===== src/rtl/fenwick_pkg.sv =====
// ----------------------------------------------------------------------------
// fenwick_pkg
// Shared types and constants for the Fenwick tree range-sum block.
// ----------------------------------------------------------------------------
package fenwick_pkg;

    localparam int unsigned MaxPositions = 1024;
    localparam int unsigned IdxW         = 11;
    localparam int unsigned PosW         = IdxW + 1;
    localparam int unsigned ValW         = 32;
    localparam int unsigned SumW         = 64;
    localparam int unsigned SizeReset    = 1024;

    localparam logic OP_UPDATE = 1'b0;
    localparam logic OP_QUERY  = 1'b1;

    typedef struct packed {
        logic                   opcode;
        logic [IdxW-1:0]        index_a;
        logic [IdxW-1:0]        index_b;
        logic signed [ValW-1:0] value;
    } in_item_t;

    typedef struct packed {
        logic signed [SumW-1:0] range_sum;
        logic                   error;
    } out_item_t;

    typedef struct packed {
        logic capture;
        logic clr_en;
        logic walk_up;
        logic walk_down;
        logic start_qa;
        logic wb_en;
        logic acc_en;
        logic acc_sub;
        logic load_out;
    } dp_cmd_t;

    typedef struct packed {
        logic err;
        logic op_query;
        logic pos_zero;
        logic up_done;
        logic clr_last;
    } dp_status_t;

endpackage


===== src/rtl/fenwick_ctrl.sv =====
// ----------------------------------------------------------------------------
// fenwick_ctrl
// Controller: clearing pass, update walk, two-phase query walk, result hand-off.
// ----------------------------------------------------------------------------
module fenwick_ctrl (
    input  logic                    clk,
    input  logic                    rst_n,
    input  logic                    in_valid,
    output logic                    in_stall,
    output logic                    out_valid,
    input  logic                    out_stall,
    input  fenwick_pkg::dp_status_t st,
    output fenwick_pkg::dp_cmd_t    cmd
);
    import fenwick_pkg::*;

    typedef enum logic [2:0] {
        S_CLEAR,
        S_IDLE,
        S_CHECK,
        S_UPD,
        S_QB,
        S_QA,
        S_FIN
    } state_t;

    state_t state_reg;
    state_t state_next;
    logic   pend_reg;
    logic   pend_next;
    logic   out_valid_reg;
    logic   out_valid_next;

    always_comb
    begin
        state_next     = state_reg;
        pend_next      = 1'b0;
        out_valid_next = out_valid_reg && out_stall;
        cmd            = '0;
        unique case (state_reg)
            S_CLEAR:
            begin
                cmd.clr_en = 1'b1;
                if (st.clr_last)
                begin
                    state_next = S_IDLE;
                end
            end
            S_IDLE:
            begin
                if (in_valid)
                begin
                    cmd.capture = 1'b1;
                    state_next  = S_CHECK;
                end
            end
            S_CHECK:
            begin
                priority if (st.err)
                begin
                    state_next = S_FIN;
                end
                else if (st.op_query)
                begin
                    state_next = S_QB;
                end
                else
                begin
                    state_next = S_UPD;
                end
            end
            S_UPD:
            begin
                cmd.wb_en = pend_reg;
                if (!st.up_done)
                begin
                    cmd.walk_up = 1'b1;
                    pend_next   = 1'b1;
                end
                else if (!pend_reg)
                begin
                    state_next = S_FIN;
                end
            end
            S_QB:
            begin
                cmd.acc_en = pend_reg;
                if (!st.pos_zero)
                begin
                    cmd.walk_down = 1'b1;
                    pend_next     = 1'b1;
                end
                else if (!pend_reg)
                begin
                    cmd.start_qa = 1'b1;
                    state_next   = S_QA;
                end
            end
            S_QA:
            begin
                cmd.acc_en  = pend_reg;
                cmd.acc_sub = 1'b1;
                if (!st.pos_zero)
                begin
                    cmd.walk_down = 1'b1;
                    pend_next     = 1'b1;
                end
                else if (!pend_reg)
                begin
                    state_next = S_FIN;
                end
            end
            S_FIN:
            begin
                if (!out_valid_reg || !out_stall)
                begin
                    cmd.load_out   = 1'b1;
                    out_valid_next = 1'b1;
                    state_next     = S_IDLE;
                end
            end
            default:
            begin
                state_next = S_IDLE;
            end
        endcase
    end

    always_ff @(posedge clk or negedge rst_n)
    begin
        if (!rst_n)
        begin
            state_reg     <= S_CLEAR;
            pend_reg      <= 1'b0;
            out_valid_reg <= 1'b0;
        end
        else
        begin
            state_reg     <= state_next;
            pend_reg      <= pend_next;
            out_valid_reg <= out_valid_next;
        end
    end

    assign in_stall  = (state_reg != S_IDLE);
    assign out_valid = out_valid_reg;

endmodule


===== config.mk =====
export PLATFORM = sky130hd
export DESIGN_NAME = fenwick_ctrl
export DESIGN_NICKNAME = d
export VERILOG_FILES = /design/src/rtl/fenwick_pkg.sv /design/src/rtl/fenwick_ctrl.sv
export SDC_FILE = /design/constraint.sdc
export NUM_CORES = 1
export LEC_CHECK = 0
export ABC_AREA = 1
export BUFFER_PORTS_ARGS = -buffer_cell sky130_fd_sc_hd__buf_2
export CAP_MARGIN = 10
export CORE_MARGIN = 2
export CORE_UTILIZATION = 25
export DETAILED_ROUTE_END_ITERATION = 8
export PLACE_DENSITY_LB_ADDON = 0.08
export REMOVE_ABC_BUFFERS = 1
export SLEW_MARGIN = 10
export SYNTH_ARGS = -nofsm -noshare
export SYNTH_HDL_FRONTEND = slang
export SYNTH_SLANG_ARGS = --single-unit

===== constraint.sdc =====
create_clock -name clk -period 1.19 [get_ports clk]
set_clock_uncertainty 0.15 [all_clocks]
set_input_delay 0.238 -clock clk [delete_from_list [all_inputs] [get_ports clk]]
set_output_delay 0.238 -clock clk [all_outputs]
set_load 0.005 [all_outputs]

# --- After elaboration in Yosys (flattened, before gate mapping) ---
# Index checks and enable logic that the tools add are counted.
op_classes:
  n_eq_ne: 14
  muxes: 29
  reduce_logical: 7
ops:
  columns: ["operator", "count"]
  rows:
  - ["two-way mux 3 bit", 10]
  - ["case mux 3 bit (7 select lines)", 1]
  - ["two-way mux 1 bit", 17]
  - ["inequality test 2 bit, second input constant", 7]
  - ["equality test 3 bit, second input constant", 3]
  - ["AND reduction 7 bit", 1]
  - ["equality test 3 x 2 -> 1 bit, second input constant", 2]
  - ["equality test 3 x 1 -> 1 bit, second input constant", 1]
  - ["zero test 3 bit", 1]
  - ["inequality test 3 x 1 -> 1 bit, second input constant", 1]
  - ["zero test 1 bit", 2]
  - ["case mux 1 bit (2 select lines)", 1]
  - ["OR reduction 2 bit", 1]
  - ["logical AND 1 bit", 1]
  - ["logical OR 1 bit", 1]
totals:
  reg_bits: 5
  inputBits: 9
  out_inout_bits: 11

# --- Longest topological paths before layout ---
depth:
  depth_word: 4
  mapped_depth: 8

# --- Worst setup path after synthesis ---
# OpenSTA, ideal clock, no wires.
synth_timing:
  path_type: "reg2out"
  from: "reg state_reg[0]"
  to: "out cmd[2] in the netlist's numbering"
  arrival_ps: 943
  t_required_ps: 802
  path_slack_ps: -141
  stages_incl_launch_ff: 7
  path_buffers: 1
  path_cell_list: "dfrtp_1 -> buf_6 -> nor2_1 -> nand2_1 -> nand2_2 -> inv_1 -> nor2_1"
synth_lines:
  columns: ["item", "line_no", "source"]
  rows:
  - ["start, declared", "fenwick_ctrl.sv:27", "state_t state_reg;"]
  - ["start signal, assigned", "fenwick_ctrl.sv:139", "state_reg <= state_next;"]
  - ["end, declared", "fenwick_ctrl.sv:13", "output fenwick_pkg::dp_cmd_t cmd"]

==> reports/qor.tcl <==
set qor(drt_iter0_drc) 3
set qor(yosys.area_share.adder) 0
set qor(vias_post_dr) 537
set qor(globalplace.congestion) 0.7052
set qor(synthDominantCellAreaShare) 0.3086
set qor(synth_cell_type_count) 15
set qor(synth_mux_area_frac) 0
set qor(yosys.area_share.xor_xnor) 0
set qor(tritoncts_clock_tree) {done}
set qor(final-instance-count-excl-fill) 122
set qor(status) {complete, but fails checks}
set qor(finalMaxSlewViolations) 0
set qor(wirelength_mm) 1.137
set qor(die_area_um2) 1960
set qor(largest_register_ff_count) 3
set qor(post-synth-top-count-cell) {nand2_1}
set qor(die_height_um) 44.27
set qor(drt.antenna.violating_nets) 0
set qor(synth_simple_gate_area_frac) 0.4691
set qor(std_cell_rows) 14
set qor(grt_setup_unrepaired) {yes}
set qor(number_of_global_route_vias_before_repair) 500
set qor(postSynth.topFlopCell) {dfrtp_1}
set qor(dp.final_hpwl_um) 891
set qor(worstPathMaxFanout) 4
set qor(grt_usage) 0.1445
set qor(cts.sink_count) 5
set qor(violations) {negative setup slack}
set qor(placedInstanceArea_um2) 584.3
set qor(clkSlewWorstSetupHoldPaths_ns) 0.04
set qor(syn-cell-area_um2) 405.4
set qor(yosys.area.top_type) {dfrtp_1}
set qor(critical_path_required_ns) 0.80
set qor(reg2regPathDepth) 8
set qor(die_w_um) 44.27
set qor(worstPathArrival_ns) 1.20
set qor(root_cell_of_the_clock_tree) {clkbuf_4}
set qor(normalized_max_slew_margin) 0.8510
set qor(post-route-worst-setup-slack_ns) -0.3975
set qor(top_level_ports) 20
set qor(cts-buffers-inserted) 3
set qor(fin_crit_sh) 1.334
set qor(area_taken_by_flip_flops_and_latches_um2) 128.9
set qor(static_leakage_nw) 0.4311
set qor(placement.setup.worst_slack_ns) -0.2153
set qor(synth.area.top_cells) {dfrtp_1 31%, nand2_1 16%, nand3_1 12%, inv_1 12%, nor2_1 10%}
set qor(multiInputGateArea_um2) 265.3
set qor(initial_core_util) 0.2691
set qor(grt_antenna_before_repair) 0
set qor(synth.yosys.warnings) 0
set qor(vias_per_cell) 4.402
set qor(timing.hold.worst_path_depth) 2
set qor(netlist_instances) 67
set qor(final_design_area_no_fill_um2) 724.4
set qor(io_buffer_count) 19
set qor(synth_top_family_by_area) {simple AND/OR/NAND/NOR gates}
set qor(pwr_density_cell_nw_per_um2) 2621
set qor(length_of_the_first_detailed_routing_pass_in_iterations) 4
set qor(grt_first_pass_wirelength_mm) 2.014
set qor(drv.max_cap_violation_count) 0
set qor(clock_insertion_delay_worst_skew_ns) 0.24
set qor(post_synth.cell_area_avg_um2) 6.051
set qor(critical_path.startpoint_type) {flip-flop}
set qor(final.fill_count) 169
set qor(htreeDepth) 1
set qor(finish.net_count) 116
set qor(worst_pin_slew_ns) 0.2219
set qor(netlist_top_cells_count) {17 x nand2_1, 13 x inv_1, 11 x nor2_1}
set qor(timing_worst_setup_path_type) {reg2out}
set qor(synthesized_area_fraction_occupied_by_ao_oa_aoi_and_oai_cells) 0.07407
set qor(edff_count_synth) 0
set qor(post_route_cells_drive_above_1_share) 0.5472
set qor(maximum_number_of_buffers_from_clock_root_to_sink) 2
set qor(setup.worst_path.end_class) {output pin}
set qor(grt_start_max_net_pins) 8
set qor(post-place-cells) 111
set qor(synthToLayoutAreaGrowth_pct) 78.70
set qor(fmax_mhz) 629.9
set qor(async_flop_share) 1.000
set qor(number_of_inserted_diodes) 0
set qor(finalHoldViolCount) 0
set qor(part_of_the_yosys_area_used_for_sequential_elements) 0.3086
set qor(routed_wire_length_per_instance_um) 9.320
set qor(hold_path.class) {in2reg}
set qor(placeable_core_area_um2) 1506
set qor(grt_overflow) 0
set qor(setup_violations) 13
set qor(worst_supply_voltage_drop_on_vdd_mv) 1.057
set qor(drcViolationCount) 0
set qor(finalWorstPathRequiredPeriod_ns) 1.588
set qor(synth-seq-cells) 5
## worst max-delay path: stages, from the launching register on
cell and delay, ns:
dfrtp_2 0.44, nor2_4 0.13, nand2_2 0.07, nand2_2 0.08, inv_2 0.05, nor2_1 0.07, buf_2 0.11
## cell usage in the layout, fill, tap and decap left out, types with 4 or more instances in the layout
| master | Yosys | final |
|---|---|---|
| buf_2 | 0 | 19 |
| buf_4 | 0 | 14 |
| inv_1 | 13 | 9 |
| nand2_1 | 17 | 14 |
| nand2_2 | 1 | 4 |
| nand3_1 | 10 | 6 |
| nand3_2 | 1 | 5 |
| nor2_1 | 11 | 8 |
## path summary, 6_finish.rpt
path                              start           end  slack [ns]
min in group asynchronous         rst_n     out_valid        0.18
setup reg to reg           state_reg[2]  state_reg[2]       -0.33
hold reg to reg               out_valid     out_valid        0.40
max in group asynchronous         rst_n  state_reg[2]        0.56
setup / recovery           state_reg[1]        cmd[2]       -0.40
hold / removal                    st[2]      pend_reg        0.08
## stage by stage
| step | power (mW) | hold slack [ns] | setup TNS, ns | utilization |
|---|---|---|---|---|
| floorplan | 0.8877 | -0.2076 | -0.4659 | - |
| global placement | 1.365 | -0.08927 | -1.880 | 0.3879 |
| detailed placement | 1.356 | -0.09116 | -1.911 | 0.3879 |
| CTS | 1.836 | 0.06127 | -4.187 | 0.4651 |
| global route | 2.116 | 0.08919 | -5.386 | 0.4809 |
| finish | 1.899 | 0.07538 | -4.346 | 0.4809 |
## cell families after synthesis
family | Yosys count
AND/OR/NAND/NOR | 43
buffers and inverters | 14
flip-flops | 5
AO/OA/AOI/OAI | 5
## where the power goes
part	switching (mW)	leakage, nW	total (mW)	internal [mW]
Combinational	0.640	0.356	1.31	0.672
Sequential	0.125	0.0600	0.392	0.267
Clock	0.0679	0.0150	0.195	0.127
## repair_timing
action / CTS / global route
resized for setup: 19 / 5
hold buffers: 1 / 0
hold endpoints to repair: 5 / 0
setup buffers: 5 / 1
pin swaps: 5 / 4
endpoints found under the setup margin: 14 / 14
## layout make-up
| class | instances | share of cell area |
|---|---|---|
| clock buffer | 4 | 0.03627 |
| inverter | 13 | 0.07081 |
| multi-input combinational | 48 | 0.3661 |
| sequential | 5 | 0.1779 |
| tap | 16 | 0.02763 |
| timing repair buffer | 36 | 0.3212 |
## per-layer routing
metal / part of all wire / track usage / vias up / wire [µm]
met4: 0 / 0.03636 / 0 / 0
met3: 0.069 / 0.06122 / 0 / 79
met1: 0.45 / 0.1809 / 231 / 516
li1: - / - / 289 / -
met5: 0 / 0 / - / 0
met2: 0.48 / 0.2294 / 17 / 542
(Power assumes the default switching activity.)
